$ cat config.mk
export PLATFORM = sky130hd
export DESIGN_NAME = pngcs_core
export DESIGN_NICKNAME = d
export VERILOG_FILES = /design/src/pngcs_pkg.sv /design/src/pngcs_core.sv
export SDC_FILE = /design/constraint.sdc
export NUM_CORES = 1
export LEC_CHECK = 0
export BUFFER_PORTS_ARGS = -buffer_cell sky130_fd_sc_hd__buf_2
export CORE_MARGIN = 1.5
export CORE_UTILIZATION = 65
export CTS_BUF_LIST = sky130_fd_sc_hd__clkbuf_4 sky130_fd_sc_hd__clkbuf_8 sky130_fd_sc_hd__clkbuf_16
export CTS_CLUSTER_DIAMETER = 60
export DETAILED_ROUTE_END_ITERATION = 10
export GPL_TIMING_DRIVEN = 1
export PLACE_DENSITY = 0.82
export RECOVER_POWER = 100
export SLEW_MARGIN = 40
export SYNTH_ARGS = -nofsm -noshare
export SYNTH_HDL_FRONTEND = slang
export SYNTH_SLANG_ARGS = --single-unit
$ cat constraint.sdc
create_clock -name clk -period 5.7 [get_ports clk]
set_clock_uncertainty 0.15 [all_clocks]
set_input_delay 0.285 -clock clk [delete_from_list [all_inputs] [get_ports clk]]
set_output_delay 0.285 -clock clk [all_outputs]
set_load 0.1 [all_outputs]
$ cat src/pngcs_pkg.sv
// ----------------------------------------------------------------------------
// pngcs_pkg
// Shared types and constants for the PNG chunk structure checker: status
// codes, walk phases, the signature table and the chunk type codes.
// ----------------------------------------------------------------------------
package pngcs_pkg;

  // Status codes reported on the last byte of a file
  localparam logic [2:0] ST_OK       = 3'd0;
  localparam logic [2:0] ST_BAD_SIG  = 3'd1;
  localparam logic [2:0] ST_NOT_IHDR = 3'd2;
  localparam logic [2:0] ST_TRUNC    = 3'd3;
  localparam logic [2:0] ST_NO_IDAT  = 3'd4;

  // Chunk type codes, big-endian ASCII
  localparam logic [31:0] TYPE_IHDR = 32'h4948_4452;
  localparam logic [31:0] TYPE_IDAT = 32'h4944_4154;

  // Bytes of CRC that follow the chunk data
  localparam logic [32:0] CRC_BYTES = 33'd4;

  // Walk phase, one-hot
  typedef enum logic [2:0] {
    PH_SIG  = 3'b001,
    PH_HDR  = 3'b010,
    PH_SKIP = 3'b100
  } phase_t;

  // Expected signature byte at a given position
  function automatic logic [7:0] sig_byte(input logic [2:0] idx);
    logic [7:0] val;
    case (idx)
      3'd0:    val = 8'h89;
      3'd1:    val = 8'h50;
      3'd2:    val = 8'h4E;
      3'd3:    val = 8'h47;
      3'd4:    val = 8'h0D;
      3'd5:    val = 8'h0A;
      3'd6:    val = 8'h1A;
      default: val = 8'h0A;
    endcase
    return val;
  endfunction

endpackage

$ cat src/pngcs_core.sv
// ----------------------------------------------------------------------------
// pngcs_core
// Walk state of the checker: signature match, chunk header capture, body
// skip count and the latched first error. Gives the status of the file as
// it stands after the current byte.
// ----------------------------------------------------------------------------
module pngcs_core
  import pngcs_pkg::*;
(
  input  logic       clk,
  input  logic       rst,
  input  logic       step,
  input  logic [7:0] data_byte,
  input  logic       is_last,
  output logic [2:0] status
);

  phase_t      phase, phase_next;
  logic [2:0]  byte_index, byte_index_next;
  logic [31:0] chunk_length, chunk_length_next;
  logic [32:0] skip_remaining, skip_remaining_next;
  logic [31:0] type_shift, type_shift_next;
  logic        first_chunk_pending, first_chunk_pending_next;
  logic        idat_seen, idat_seen_next;
  logic [2:0]  error_code, error_code_next;

  // Advance the walk by one byte
  always_comb begin
    phase_next               = phase;
    byte_index_next          = byte_index;
    chunk_length_next        = chunk_length;
    skip_remaining_next      = skip_remaining;
    type_shift_next          = type_shift;
    first_chunk_pending_next = first_chunk_pending;
    idat_seen_next           = idat_seen;
    error_code_next          = error_code;
    if (error_code == ST_OK) begin
      case (phase)
        PH_SIG: begin
          if (data_byte != sig_byte(byte_index)) begin
            error_code_next = ST_BAD_SIG;
          end else if (byte_index == 3'd7) begin
            phase_next      = PH_HDR;
            byte_index_next = 3'd0;
          end else begin
            byte_index_next = byte_index + 3'd1;
          end
        end
        PH_SKIP: begin
          if (skip_remaining != 33'd0) begin
            skip_remaining_next = skip_remaining - 33'd1;
          end
          if (skip_remaining_next == 33'd0) begin
            phase_next      = PH_HDR;
            byte_index_next = 3'd0;
          end
        end
        default: begin
          // Header phase; the unused code behaves the same
          if (!byte_index[2]) begin
            chunk_length_next = {chunk_length[23:0], data_byte};
          end else begin
            type_shift_next = {type_shift[23:0], data_byte};
          end
          if (byte_index == 3'd7) begin
            if (first_chunk_pending && type_shift_next != TYPE_IHDR) begin
              error_code_next = ST_NOT_IHDR;
            end else begin
              first_chunk_pending_next = 1'b0;
              if (type_shift_next == TYPE_IDAT) begin
                idat_seen_next = 1'b1;
              end
              skip_remaining_next = {1'b0, chunk_length} + CRC_BYTES;
              phase_next          = PH_SKIP;
              byte_index_next     = 3'd0;
            end
          end else begin
            byte_index_next = byte_index + 3'd1;
          end
        end
      endcase
    end
  end

  // Judge the file as it stands after this byte
  always_comb begin
    if (error_code_next != ST_OK) begin
      status = error_code_next;
    end else if (phase_next == PH_SIG) begin
      status = ST_BAD_SIG;
    end else if (phase_next == PH_SKIP) begin
      status = ST_TRUNC;
    end else if (byte_index_next != 3'd0) begin
      status = ST_TRUNC;
    end else if (idat_seen_next) begin
      status = ST_OK;
    end else begin
      status = ST_NO_IDAT;
    end
  end

  // Hold state; restart the walk after the last byte of a file
  always_ff @(posedge clk) begin
    if (rst || (step && is_last)) begin
      phase               <= PH_SIG;
      byte_index          <= 3'd0;
      chunk_length        <= 32'd0;
      skip_remaining      <= 33'd0;
      type_shift          <= 32'd0;
      first_chunk_pending <= 1'b1;
      idat_seen           <= 1'b0;
      error_code          <= ST_OK;
    end else if (step) begin
      phase               <= phase_next;
      byte_index          <= byte_index_next;
      chunk_length        <= chunk_length_next;
      skip_remaining      <= skip_remaining_next;
      type_shift          <= type_shift_next;
      first_chunk_pending <= first_chunk_pending_next;
      idat_seen           <= idat_seen_next;
      error_code          <= error_code_next;
    end
  end

endmodule
Word-level counts from Yosys, hierarchy flattened --
Index checks and enable logic that the tools add are counted.
Operators by class: reductions and logical operators 15, multiplexer cells 41, bitwise gates (word level) 4, equal/unequal tests 14, $add $sub $neg 3
Operators with widths (number):
- $mux W33 | 5
- $mux W32 | 3
- $pmux W33 S2 | 1
- $mux W3 | 21
- $pmux W8 S6 | 1
- $add A32 B3 Y33 const B | 1
- $logic_not A33 Y1 | 1
- $reduce_bool A33 Y1 | 1
- $sub A33 B1 Y33 const B | 1
- $eq A32 B31 Y1 const B | 1
- $ne A32 B31 Y1 const B | 1
- $pmux W3 S2 | 3
- $mux W8 | 2
- $eq A3 B3 Y1 const B | 5
- $reduce_and A5 Y1 | 2
- $eq A3 B1 Y1 const B | 3
- $ne A8 B8 Y1 | 1
- $eq A3 B2 Y1 const B | 2
- $logic_not A3 Y1 | 2
- $reduce_bool A3 Y1 | 2
- $mux W1 | 5
- $not A1 Y1 | 4
- $reduce_and A4 Y1 | 1
- $add A3 B1 Y3 const B | 1
- other kinds (6) | 7
Word-level totals: bits of input ports 12, bits in registers 108, word-level logic and storage cells 85, output and inout bits 3

Logic depth before layout (Yosys ltp) --
Gate-level depths: netlist of run 1.
depth in word-level cells 15, mapped depth 13, gate-level depth less buffers 11

Least setup slack after synthesis of run 1 --
OpenSTA, ideal clock, no wires.
path kind register -> output, start point reg skip_remaining[0], end point out status[1], data required time 5.265 ns, data arrival time 4.759 ns, stages on the path, launching flop included 14, slack 0.506 ns, buffers on the path 2, cell sequence dfxtp_1 inv_1 ha_1 clkbuf_1 nor4b_1 nand3_1 clkbuf_1 nor3_1 a211oi_1 o211ai_1 or4_1 o32a_1 a211oi_2 o21ai_0
On the way: longest elaborated chain between the ends 13, elaborated cells on any way between the ends 19, those cells by class 1 x add/sub; 2 x eq/ne; 13 x mux; 3 x reduce/logical
RTL lines:
- start, declared | line pngcs_core.sv:21 | logic [32:0] skip_remaining, skip_remaining_next;
- start signal, assigned | line pngcs_core.sv:117 | skip_remaining <= skip_remaining_next;
- $sub A33 B1 Y33 or $reduce_bool A33 Y1 (tied branches) | line pngcs_core.sv:51, pngcs_core.sv:50
- $mux W33 (*) | line pngcs_core.sv:50 | if (skip_remaining != 33'd0) begin
- $mux W33 (*) | line pngcs_core.sv:38 | case (phase)
- $mux W33 (*) | line pngcs_core.sv:37 | if (error_code == ST_OK) begin
- $logic_not A33 Y1 (*) | line pngcs_core.sv:53 | if (skip_remaining_next == 33'd0) begin
- $mux W3 | line pngcs_core.sv:53
- $pmux W3 S2 | line pngcs_core.sv:38
- $mux W3 | line pngcs_core.sv:37
- $reduce_bool A3 Y1 | line pngcs_core.sv:93 | end else if (byte_index_next != 3'd0) begin
- $mux W3 | line pngcs_core.sv:93
- $mux W3 | line pngcs_core.sv:91 | end else if (phase_next == PH_SKIP) begin
- $mux W3 (*) | line pngcs_core.sv:89 | end else if (phase_next == PH_SIG) begin
- $mux W3 (*) | line pngcs_core.sv:87 | if (error_code_next != ST_OK) begin
- end, declared | line pngcs_core.sv:15 | output logic [2:0] status
Every way passes the cells marked *; elsewhere a longest branch is shown, timed or not. The select of a mux whose other input is x is not followed.

Worst setup path after layout of run 1 --
Same ends and word-level chain as after synthesis.

==> results of run 1 <==
-- worst max-delay path by stage --
stage	start	to	slack, ns	cells after the start
after floorplan	skip_remaining[0]	status[1]	0.51	13
after global placement	skip_remaining[0]	status[2]	1.02	12
after detailed placement	skip_remaining[0]	status[2]	0.94	12
after CTS	skip_remaining[0]	status[2]	0.51	12
after global routing	skip_remaining[0]	status[1]	0.52	12
final	skip_remaining[0]	status[1]	0.69	12
-- final cells by class --
class | count | area, µm² | share of cell area
Multi-Input combinational cell | 725 | 4050 | 0.599
Sequential cell | 108 | 2160 | 0.320
Tap cell | 133 | 166 | 0.0246
Clock buffer | 9 | 124 | 0.0183
Timing Repair Buffer | 22 | 116 | 0.0172
Clock inverter | 6 | 80.1 | 0.0119
Inverter | 15 | 56.3 | 0.00834
-- flip-flops by register name, summed over array words and instances, names as in the netlist --
signal               cells
chunk_length            32
idat_seen                1
phase                    3
error_code               3
type_shift              32
byte_index               3
first_chunk_pending      1
skip_remaining          33
-- cells in the final DEF, fill, tap and decap left out, drive strengths merged, types with 4 or more instances in the layout --
master / n
clkbuf: 15
o41ai: 5
o2111ai: 4
nor4b: 5
inv: 18
xnor2: 20
or3: 11
nor4: 17
o211ai: 8
and4: 9
nor3: 39
nand3: 36
a22oi: 5
or4: 12
a211oi: 9
xor2: 21
nor3b: 4
nor2b: 4
nand2: 188
buf: 16
a21o: 6
nor2: 62
and3: 9
dfxtp: 108
nand2b: 9
a21oi: 110
o31ai: 6
a31oi: 10
o21ai: 45
nand4: 15
ha: 8
or2: 6
-- power breakdown --
part | internal, W | switching (W) | total [W]
registers | 0.000756 | 0.00000290 | 0.000759
logic | 0.0000156 | 0.0000503 | 0.0000659
clock network | 0.000210 | 0.000282 | 0.000492
total | 0.000982 | 0.000335 | 0.00132
-- routing by layer --
| metal | GRT usage | up-vias | wire [µm] |
|---|---|---|---|
| met5 | 0 | - | 0 |
| met4 | 0.0977 | 0 | 338 |
| met3 | 0.0739 | 29 | 1440 |
| met2 | 0.516 | 264 | 7860 |
| met1 | 0.511 | 2996 | 8230 |
| li1 | - | 3195 | - |
-- worst max-delay path, cell delays in order (launching register included) --
cell and delay (ns):
sky130_fd_sc_hd__dfxtp_1 0.38, sky130_fd_sc_hd__inv_1 0.08, sky130_fd_sc_hd__ha_1 0.31, sky130_fd_sc_hd__nor4b_2 0.49, sky130_fd_sc_hd__nand3_1 0.29, sky130_fd_sc_hd__or3_1 0.56, sky130_fd_sc_hd__o41ai_2 0.08, sky130_fd_sc_hd__nand4_1 0.16
sky130_fd_sc_hd__or4_1 0.52, sky130_fd_sc_hd__o32a_1 0.34, sky130_fd_sc_hd__a211oi_2 0.29, sky130_fd_sc_hd__o21ai_0 0.15, sky130_fd_sc_hd__clkbuf_1 0.52
-- stage by stage --
stage / utilization / cells
global route: 0.694 / 1018
detailed placement: 0.675 / 1003
global placement: 0.673 / 1003
CTS: 0.696 / 1018
floorplan: - / 907
finish: 0.694 / 1018
-- cell families after synthesis --
group / Yosys count / synth area share
adders and majority gates: 8 / 0.0155
muxes: 4 / 0.00657
xor gates and xnor gates: 41 / 0.0555
and+or+nand+nor: 438 / 0.325
AOI/OAI and AO/OA: 234 / 0.219
buffers and inverters: 74 / 0.0443
DFF: 108 / 0.334
==> flow_summary.html, run 1 <==
<table>
<tr><th>Metric</th><th>Value</th></tr>
<tr><th colspan="2">Synth</th></tr>
<tr><td>Post-synth EDFFs</td><td>0</td></tr>
<tr><td>Yosys warning count</td><td>0</td></tr>
<tr><td>Library cell with the highest instance count after synthesis</td><td>sky130_fd_sc_hd__nand2_1</td></tr>
<tr><td>Number of synthesized register bits</td><td>108</td></tr>
<tr><td>Commonest cells post-synth</td><td>sky130_fd_sc_hd__nand2_1 (188), sky130_fd_sc_hd__a21oi_1 (110), sky130_fd_sc_hd__dfxtp_1 (108)</td></tr>
<tr><td>Number of instances in the synthesized netlist</td><td>907</td></tr>
<tr><td>Top cell type's share of synthesized area</td><td>0.334</td></tr>
<tr><td>Seq/Total Area, Yosys</td><td>0.334</td></tr>
<tr><td>Top cells by area, synth</td><td>sky130_fd_sc_hd__dfxtp_1 (33%), sky130_fd_sc_hd__nand2_1 (11%), sky130_fd_sc_hd__a21oi_1 (8.5%)</td></tr>
<tr><td>Async set-or-reset flop fraction in the synthesized netlist</td><td>0</td></tr>
<tr><td>Netlist area before placement</td><td>0.00647 mm²</td></tr>
<tr><td>Most used flip-flop cell after synthesis</td><td>sky130_fd_sc_hd__dfxtp_1</td></tr>
<tr><td>Per-instance average area after synthesis</td><td>7.13 µm²</td></tr>
<tr><td>Synth Net Count</td><td>927</td></tr>
<tr><td>Cell taking the most area after synthesis</td><td>sky130_fd_sc_hd__dfxtp_1</td></tr>
<tr><td>Netlist cell types</td><td>68</td></tr>
<tr><th colspan="2">CTS</th></tr>
<tr><td>Count of instances resized after the clock tree is built</td><td>0</td></tr>
<tr><td>Number of buffers added to fix hold violations after cts</td><td>0</td></tr>
<tr><td>Deepest clock path buffer count</td><td>2</td></tr>
<tr><td>Clock tree from TritonCTS</td><td>done</td></tr>
<tr><td>Clk pin slew, worst setup/hold paths</td><td>0.12 ns</td></tr>
<tr><td>Inserted Clock Buffers</td><td>9</td></tr>
<tr><td>CTS H-tree depth</td><td>3</td></tr>
<tr><td>Buffer cell driving the clock tree root</td><td>sky130_fd_sc_hd__clkbuf_8</td></tr>
<tr><td>Post-CTS Repair Setup Buffers</td><td>0</td></tr>
<tr><td>Clock network latency to the later pin of the worst-skew pair</td><td>0.39 ns</td></tr>
<tr><td>Sink count of the clock tree</td><td>108</td></tr>
<tr><th colspan="2">Timing</th></tr>
<tr><td>Highest achievable clock rate</td><td>200 MHz</td></tr>
<tr><td>Final hold violation count</td><td>0</td></tr>
<tr><td>Final WS setup</td><td>0.689 ns</td></tr>
<tr><td>Setup repair after global routing missed its margin</td><td>false</td></tr>
<tr><td>Final clock period utilization by the worst path</td><td>0.879</td></tr>
<tr><td>Final worst hold slack</td><td>0.0233 ns</td></tr>
<tr><td>Count of final max-slew check failures</td><td>33</td></tr>
<tr><td>Tmin final</td><td>5.01 ns</td></tr>
<tr><td>Total setup violations reported at the end of the flow</td><td>0</td></tr>
<tr><td>Accumulated negative setup slack</td><td>0 ns</td></tr>
<tr><td>Worst slew pin tran</td><td>1.87 ns</td></tr>
<tr><td>Slew headroom</td><td>-0.254</td></tr>
<tr><th colspan="2">Power and ir drop</th></tr>
<tr><td>Leakage power summed over all cells</td><td>2.34 nW</td></tr>
<tr><td>Overall power</td><td>0.00132 W</td></tr>
<tr><td>Worst IR Drop VDD</td><td>0.281 mV</td></tr>
<tr><td>PwrDens</td><td>195 mW/mm²</td></tr>
<tr><th colspan="2">Worst setup path</th></tr>
<tr><td>Endpoint of the lowest-slack register-to-register path</td><td>skip_remaining[32]</td></tr>
<tr><td>CP Max Fanout</td><td>8</td></tr>
<tr><td>Crit path arrival time</td><td>4.58 ns</td></tr>
<tr><td>FF-to-FF setup slack</td><td>1.51 ns</td></tr>
<tr><td>Reg2Reg Depth</td><td>10</td></tr>
<tr><td>Capturing element type of the critical path</td><td>primary output</td></tr>
<tr><td>RR Startpoint</td><td>byte_index[2]</td></tr>
<tr><td>WP data required</td><td>5.27 ns</td></tr>
<tr><td>Startpoint class of the critical path</td><td>flip-flop</td></tr>
<tr><td>Crit Path Class</td><td>flip-flop to primary output</td></tr>
<tr><th colspan="2">Detailed routing</th></tr>
<tr><td>Total number of vias</td><td>6484</td></tr>
<tr><td>Post-route antenna net violation count</td><td>0</td></tr>
<tr><td>First-pass DRT Iterations</td><td>5</td></tr>
<tr><td>Drc violations</td><td>0</td></tr>
<tr><td>Starting DRC count in detailed routing</td><td>558</td></tr>
<tr><td>Routed length per instance</td><td>17.6 µm</td></tr>
<tr><td>Via/cell ratio</td><td>6.37</td></tr>
<tr><td>WL final</td><td>17.9 mm</td></tr>
<tr><th colspan="2">Floorplan</th></tr>
<tr><td>Standard-cell rows</td><td>36</td></tr>
<tr><td>Die outline height</td><td>103 µm</td></tr>
<tr><td>Die area</td><td>0.0106 mm²</td></tr>
<tr><td>Starting density of the core</td><td>0.665</td></tr>
<tr><td>Core footprint</td><td>0.00973 mm²</td></tr>
<tr><td>Top-level port count</td><td>15</td></tr>
<tr><td>Horizontal extent of the die</td><td>103 µm</td></tr>
<tr><th colspan="2">Global route</th></tr>
<tr><td>Global Route Usage Sum</td><td>0.348</td></tr>
<tr><td>Vias in the first global route</td><td>5734</td></tr>
<tr><td>Pin count of the biggest net entering global routing</td><td>72</td></tr>
<tr><td>Initial antenna violation count</td><td>0</td></tr>
<tr><td>Wire length of the first global-routing pass</td><td>28.9 mm</td></tr>
<tr><td>GR Overflow Total</td><td>0</td></tr>
<tr><th colspan="2">Final layout</th></tr>
<tr><td>Final standard cell area without fillers</td><td>0.00675 mm²</td></tr>
<tr><td>Antenna diode count</td><td>0</td></tr>
<tr><td>Proportion of layout cells with a drive suffix above 1</td><td>0.0644</td></tr>
<tr><td>Number of nets in the layout</td><td>901</td></tr>
<tr><td>Area added between synthesis and finish</td><td>4.33%</td></tr>
<tr><td>Number of inserted filler cells in the final layout</td><td>877</td></tr>
<tr><th colspan="2">Hold path</th></tr>
<tr><td>WHS Path Cells</td><td>3</td></tr>
<tr><td>Worst Hold Endpoint</td><td>type_shift[1]</td></tr>
<tr><td>Min-delay worst type</td><td>primary input to flip-flop</td></tr>
<tr><td>Worst min-delay path startpoint</td><td>data_byte[1]</td></tr>
<tr><th colspan="2">Placement</th></tr>
<tr><td>I/O Buffers</td><td>14</td></tr>
<tr><td>DP Worst Slack</td><td>0.939 ns</td></tr>
<tr><td>HPWL reported at the end of detailed placement</td><td>12.6 mm</td></tr>
<tr><td>Post-DP Area</td><td>0.00657 mm²</td></tr>
<tr><td>Routability Congestion</td><td>0.969</td></tr>
<tr><th colspan="2">Run</th></tr>
<tr><td>Max-capacitance violation count</td><td>1</td></tr>
<tr><th colspan="2">Status</th></tr>
<tr><td>Violated checks</td><td>max-capacitance violations, max-slew violations</td></tr>
<tr><td>Status</td><td>complete, but fails checks</td></tr>
</table>
No activity file was read; power rests on OpenSTA's default activity.
==> run 2: changes to the inputs <==
--- a/config.mk
+++ b/config.mk
@@ -13,7 +13,6 @@
 export DETAILED_ROUTE_END_ITERATION = 10
 export GPL_TIMING_DRIVEN = 1
 export PLACE_DENSITY = 0.82
-export RECOVER_POWER = 100
 export SLEW_MARGIN = 40
 export SYNTH_ARGS = -nofsm -noshare
 export SYNTH_HDL_FRONTEND = slang
==> run 2 against run 1 <==
Effect of this change:
- the run now ends clean
- count of clock-buffer cells in the layout stayed put
- global-route usage stayed put
- cell count stayed put
- clock power hardly changed
- power is 0.12% higher
- final area is 0.43% higher
- sequential cell count stayed put
- non-clock buffer count stayed put
- first-iteration DRC count is 4.8% higher
- via count is 0.40% higher
- sequential share of layout area is 0.14 points lower
- largest cell class unchanged
- largest power group unchanged
==> flow_summary.html, run 2 (same netlist as run 1, synthesis figures left out) <==
<table>
<tr><th>Metric</th><th>Value</th></tr>
<tr><th colspan="2">Status</th></tr>
<tr><td>Status</td><td>finished, final reports clean (was complete, but fails checks)</td></tr>
<tr><th colspan="2">Power and ir drop</th></tr>
<tr><td>Clock Power Share</td><td>0.374 (about the same)</td></tr>
<tr><td>Worst IR Drop VDD</td><td>0.281 mV (about the same)</td></tr>
<tr><td>Combinational cell fraction of total power</td><td>0.051 (was 0.050)</td></tr>
<tr><td>Switching portion of total power</td><td>0.255 (about the same)</td></tr>
<tr><td>PwrDens</td><td>195 mW/mm² (about the same)</td></tr>
<tr><td>Internal Pwr Total</td><td>0.000983 W (was 0.000982 W)</td></tr>
<tr><td>Leakage power summed over all cells</td><td>2.36 nW (was 2.34 nW)</td></tr>
<tr><td>Switch Pwr</td><td>0.000336 W (was 0.000335 W)</td></tr>
<tr><td>Reg power frac</td><td>0.575 (was 0.576)</td></tr>
<tr><th colspan="2">Worst setup path</th></tr>
<tr><td>Crit. path cell count</td><td>12 (unchanged)</td></tr>
<tr><td>CP Max Fanout</td><td>8 (unchanged)</td></tr>
<tr><td>Worst Path Buf+Inv</td><td>2 (unchanged)</td></tr>
<tr><td>Crit path max-delay cell type</td><td>sky130_fd_sc_hd__or3_1 (unchanged)</td></tr>
<tr><td>WP data required</td><td>5.27 ns (about the same)</td></tr>
<tr><td>Critical Path Max Stage Delay</td><td>0.56 ns (about the same)</td></tr>
<tr><td>FF-to-FF setup slack</td><td>1.98 ns (was 1.51 ns)</td></tr>
<tr><td>Crit path launch</td><td>skip_remaining[0] (unchanged)</td></tr>
<tr><td>Crit path arrival time</td><td>4.54 ns (was 4.58 ns)</td></tr>
<tr><td>Reg2Reg Depth</td><td>11 (was 10)</td></tr>
<tr><td>Startpoint class of the critical path</td><td>flip-flop (unchanged)</td></tr>
<tr><td>Cell-by-cell trace of the critical path</td><td>inv_1 -&gt; ha_1 -&gt; nor4b_2 -&gt; nand3_1 -&gt; or3_1 -&gt; o41ai_2 -&gt; nand4_1 -&gt; or4_1 -&gt; o32a_1 -&gt; a211oi_2 -&gt; a41o_1 -&gt; buf_2 (was inv_1 -&gt; ha_1 -&gt; nor4b_2 -&gt; nand3_1 -&gt; or3_1 -&gt; o41ai_2 -&gt; nand4_1 -&gt; or4_1 -&gt; o32a_1 -&gt; a211oi_2 -&gt; o21ai_0 -&gt; clkbuf_1)</td></tr>
<tr><td>RR Startpoint</td><td>skip_remaining[0] (was byte_index[2])</td></tr>
<tr><td>Endpoint of the lowest-slack register-to-register path</td><td>byte_index[1] (was skip_remaining[32])</td></tr>
<tr><td>Crit Path Class</td><td>flip-flop to primary output (unchanged)</td></tr>
<tr><td>Critical Path Sink</td><td>status[2] (was status[1])</td></tr>
<tr><td>Capturing element type of the critical path</td><td>primary output (unchanged)</td></tr>
<tr><td>Critical path's top delay family</td><td>simple AND/OR/NAND/NOR gates (unchanged)</td></tr>
<tr><th colspan="2">Global route</th></tr>
<tr><td>Pin count of the biggest net entering global routing</td><td>72 (unchanged)</td></tr>
<tr><td>Wire length of the first global-routing pass</td><td>28.9 mm (unchanged)</td></tr>
<tr><td>Vias in the first global route</td><td>5734 (unchanged)</td></tr>
<tr><td>Initial antenna violation count</td><td>0 (unchanged)</td></tr>
<tr><td>GR Overflow Total</td><td>0 (unchanged)</td></tr>
<tr><td>Global Route Usage Sum</td><td>0.348 (unchanged)</td></tr>
<tr><th colspan="2">Detailed routing</th></tr>
<tr><td>First-pass DRT Iterations</td><td>6 (was 5)</td></tr>
<tr><td>WL final</td><td>17.8 mm (was 17.9 mm)</td></tr>
<tr><td>Starting DRC count in detailed routing</td><td>585 (was 558)</td></tr>
<tr><td>Total number of vias</td><td>6510 (was 6484)</td></tr>
<tr><td>Drc violations</td><td>0 (unchanged)</td></tr>
<tr><td>Via/cell ratio</td><td>6.39 (was 6.37)</td></tr>
<tr><td>Routed length per instance</td><td>17.5 µm (was 17.6 µm)</td></tr>
<tr><td>Post-route antenna net violation count</td><td>0 (unchanged)</td></tr>
<tr><th colspan="2">Final layout</th></tr>
<tr><td>Commonest non-fill, non-tap cells in the layout</td><td>sky130_fd_sc_hd__nand2_1 (186), sky130_fd_sc_hd__a21oi_1 (109), sky130_fd_sc_hd__dfxtp_1 (107) (was sky130_fd_sc_hd__nand2_1 (187), sky130_fd_sc_hd__a21oi_1 (110), sky130_fd_sc_hd__dfxtp_1 (107))</td></tr>
<tr><td>Register cell area after layout</td><td>0.00216 mm² (unchanged)</td></tr>
<tr><td>Top register by number of flip-flops</td><td>skip_remaining (unchanged)</td></tr>
<tr><td>Max reg flops</td><td>33 (unchanged)</td></tr>
<tr><td>Proportion of layout cells with a drive suffix above 1</td><td>0.0746 (was 0.0644)</td></tr>
<tr><td>Number of inserted filler cells in the final layout</td><td>869 (was 877)</td></tr>
<tr><td>Area of the multi-input gates</td><td>0.00406 mm² (was 0.00405 mm²)</td></tr>
<tr><td>Antenna diode count</td><td>0 (unchanged)</td></tr>
<tr><td>Number of nets in the layout</td><td>901 (unchanged)</td></tr>
<tr><td>Most frequent standard cell in the layout excluding fill and tap cells</td><td>sky130_fd_sc_hd__nand2_1 (unchanged)</td></tr>
<tr><td>Final standard cell area without fillers</td><td>0.00678 mm² (was 0.00675 mm²)</td></tr>
<tr><td>Area added between synthesis and finish</td><td>4.78% (was 4.33%)</td></tr>
<tr><td>Largest registers</td><td>skip_remaining (33), chunk_length (32), type_shift (32) (unchanged)</td></tr>
<tr><th colspan="2">CTS</th></tr>
<tr><td>Sink count of the clock tree</td><td>108 (unchanged)</td></tr>
<tr><td>Clock network latency to the later pin of the worst-skew pair</td><td>0.39 ns (about the same)</td></tr>
<tr><td>Clk pin slew, worst setup/hold paths</td><td>0.11 ns (was 0.12 ns)</td></tr>
<tr><td>Number of buffers added to fix hold violations after cts</td><td>0 (unchanged)</td></tr>
<tr><td>Count of instances resized after the clock tree is built</td><td>0 (unchanged)</td></tr>
<tr><td>Post-CTS Repair Setup Buffers</td><td>0 (unchanged)</td></tr>
<tr><td>Buffer cell driving the clock tree root</td><td>sky130_fd_sc_hd__clkbuf_8 (unchanged)</td></tr>
<tr><td>Clock tree from TritonCTS</td><td>done (unchanged)</td></tr>
<tr><td>Inserted Clock Buffers</td><td>9 (unchanged)</td></tr>
<tr><td>CTS H-tree depth</td><td>3 (unchanged)</td></tr>
<tr><td>Deepest clock path buffer count</td><td>2 (unchanged)</td></tr>
<tr><th colspan="2">Floorplan</th></tr>
<tr><td>Die area</td><td>0.0106 mm² (unchanged)</td></tr>
<tr><td>Top-level port count</td><td>15 (unchanged)</td></tr>
<tr><td>Horizontal extent of the die</td><td>103 µm (unchanged)</td></tr>
<tr><td>Standard-cell rows</td><td>36 (unchanged)</td></tr>
<tr><td>Die outline height</td><td>103 µm (unchanged)</td></tr>
<tr><td>Core footprint</td><td>0.00973 mm² (unchanged)</td></tr>
<tr><td>Starting density of the core</td><td>0.665 (unchanged)</td></tr>
<tr><th colspan="2">Timing</th></tr>
<tr><td>Accumulated negative setup slack</td><td>0 ns (unchanged)</td></tr>
<tr><td>Highest achievable clock rate</td><td>201 MHz (was 200 MHz)</td></tr>
<tr><td>Slew headroom</td><td>0.491 (was -0.254)</td></tr>
<tr><td>Total setup violations reported at the end of the flow</td><td>0 (unchanged)</td></tr>
<tr><td>Worst slew pin tran</td><td>0.756 ns (was 1.87 ns)</td></tr>
<tr><td>Tmin final</td><td>4.98 ns (was 5.01 ns)</td></tr>
<tr><td>Final hold violation count</td><td>0 (unchanged)</td></tr>
<tr><td>Final WS setup</td><td>0.723 ns (was 0.689 ns)</td></tr>
<tr><td>Final clock period utilization by the worst path</td><td>0.873 (was 0.879)</td></tr>
<tr><td>Count of final max-slew check failures</td><td>0 (was 33)</td></tr>
<tr><td>Setup repair after global routing missed its margin</td><td>false (unchanged)</td></tr>
<tr><th colspan="2">Placement</th></tr>
<tr><td>DP Worst Slack</td><td>0.939 ns (unchanged)</td></tr>
<tr><td>HPWL reported at the end of detailed placement</td><td>12.6 mm (unchanged)</td></tr>
<tr><td>Routability Congestion</td><td>0.969 (unchanged)</td></tr>
<tr><td>Post-DP Area</td><td>0.00657 mm² (unchanged)</td></tr>
<tr><td>I/O Buffers</td><td>14 (unchanged)</td></tr>
<tr><th colspan="2">Hold path</th></tr>
<tr><td>Min-delay worst type</td><td>primary input to flip-flop (unchanged)</td></tr>
<tr><th colspan="2">Run</th></tr>
<tr><td>Max-capacitance violation count</td><td>0 (was 1)</td></tr>
</table>
## run 2: cell count changes in the layout (fill, tap and decap cells not counted), sizes merged
| cell | before | now |
|---|---|---|
| buf | 16 | 22 |
| clkbuf | 15 | 9 |
## run 2: per-stage QoR
step / cells / power [W] / hold WS [ns] / utilization
after global placement: 1003 / 0.000840 / 0.289 / 0.673
after CTS: 1018 / 0.00132 / 0.0134 / 0.696
final: 1018 / 0.00132 / 0.0286 / 0.697
after global routing: 1018 / 0.00135 / 0.0240 / 0.697
after floorplan: 907 / 0.000820 / 0.271 / -
after detailed placement: 1003 / 0.000842 / 0.298 / 0.675
## run 2: worst min-delay path by stage
stage / start / endpoint / depth (start not counted)
4_1_cts: data_byte[0] / chunk_length[0] / 3
2_1_floorplan: data_byte[1] / chunk_length[1] / 2
6_report: data_byte[1] / type_shift[1] / 3
3_3_place_gp: type_shift[24] / type_shift[24] / 2
3_5_place_dp: type_shift[27] / type_shift[27] / 2
5_1_grt: data_byte[0] / type_shift[0] / 3
## run 2: power groups by stage
| stage | combinational [W] | clock [W] | sequential [W] |
|---|---|---|---|
| 2_1_floorplan | 0.0000448 | 0 | 0.000775 |
| 3_3_place_gp | 0.0000634 | 0 | 0.000776 |
| 3_5_place_dp | 0.0000657 | 0 | 0.000776 |
| 4_1_cts | 0.0000662 | 0.000497 | 0.000759 |
| 5_1_grt | 0.0000726 | 0.000522 | 0.000760 |
| 6_report | 0.0000670 | 0.000493 | 0.000759 |
## run 2: area by class of cell
cell class | instances | share of cell area
multi-input cells | 725 | 0.599
flip-flops and latches | 108 | 0.319
well taps | 133 | 0.0245
repair buffers | 22 | 0.0192
clock buffers | 9 | 0.0183
clock inverters | 6 | 0.0118
inverters | 15 | 0.00830
## run 2: routing by layer
| metal | share of wire | track usage | vias up |
|---|---|---|---|
| li1 | - | - | 3185 |
| met1 | 0.45 | 0.511 | 3007 |
| met2 | 0.44 | 0.516 | 291 |
| met3 | 0.087 | 0.0739 | 27 |
| met4 | 0.018 | 0.0977 | 0 |
| met5 | 0 | 0 | - |
## run 2: worst register-to-register path, stage by stage, from the launching register on
cell and delay, ns:
sky130_fd_sc_hd__dfxtp_1 0.38, sky130_fd_sc_hd__inv_1 0.08, sky130_fd_sc_hd__ha_1 0.31, sky130_fd_sc_hd__nor4b_2 0.49, sky130_fd_sc_hd__nand3_1 0.29, sky130_fd_sc_hd__or3_1 0.56
sky130_fd_sc_hd__or2b_1 0.22, sky130_fd_sc_hd__nand3b_1 0.08, sky130_fd_sc_hd__nor4_1 0.39, sky130_fd_sc_hd__a21oi_1 0.19, sky130_fd_sc_hd__nor4_1 0.34, sky130_fd_sc_hd__o31ai_1 0.10
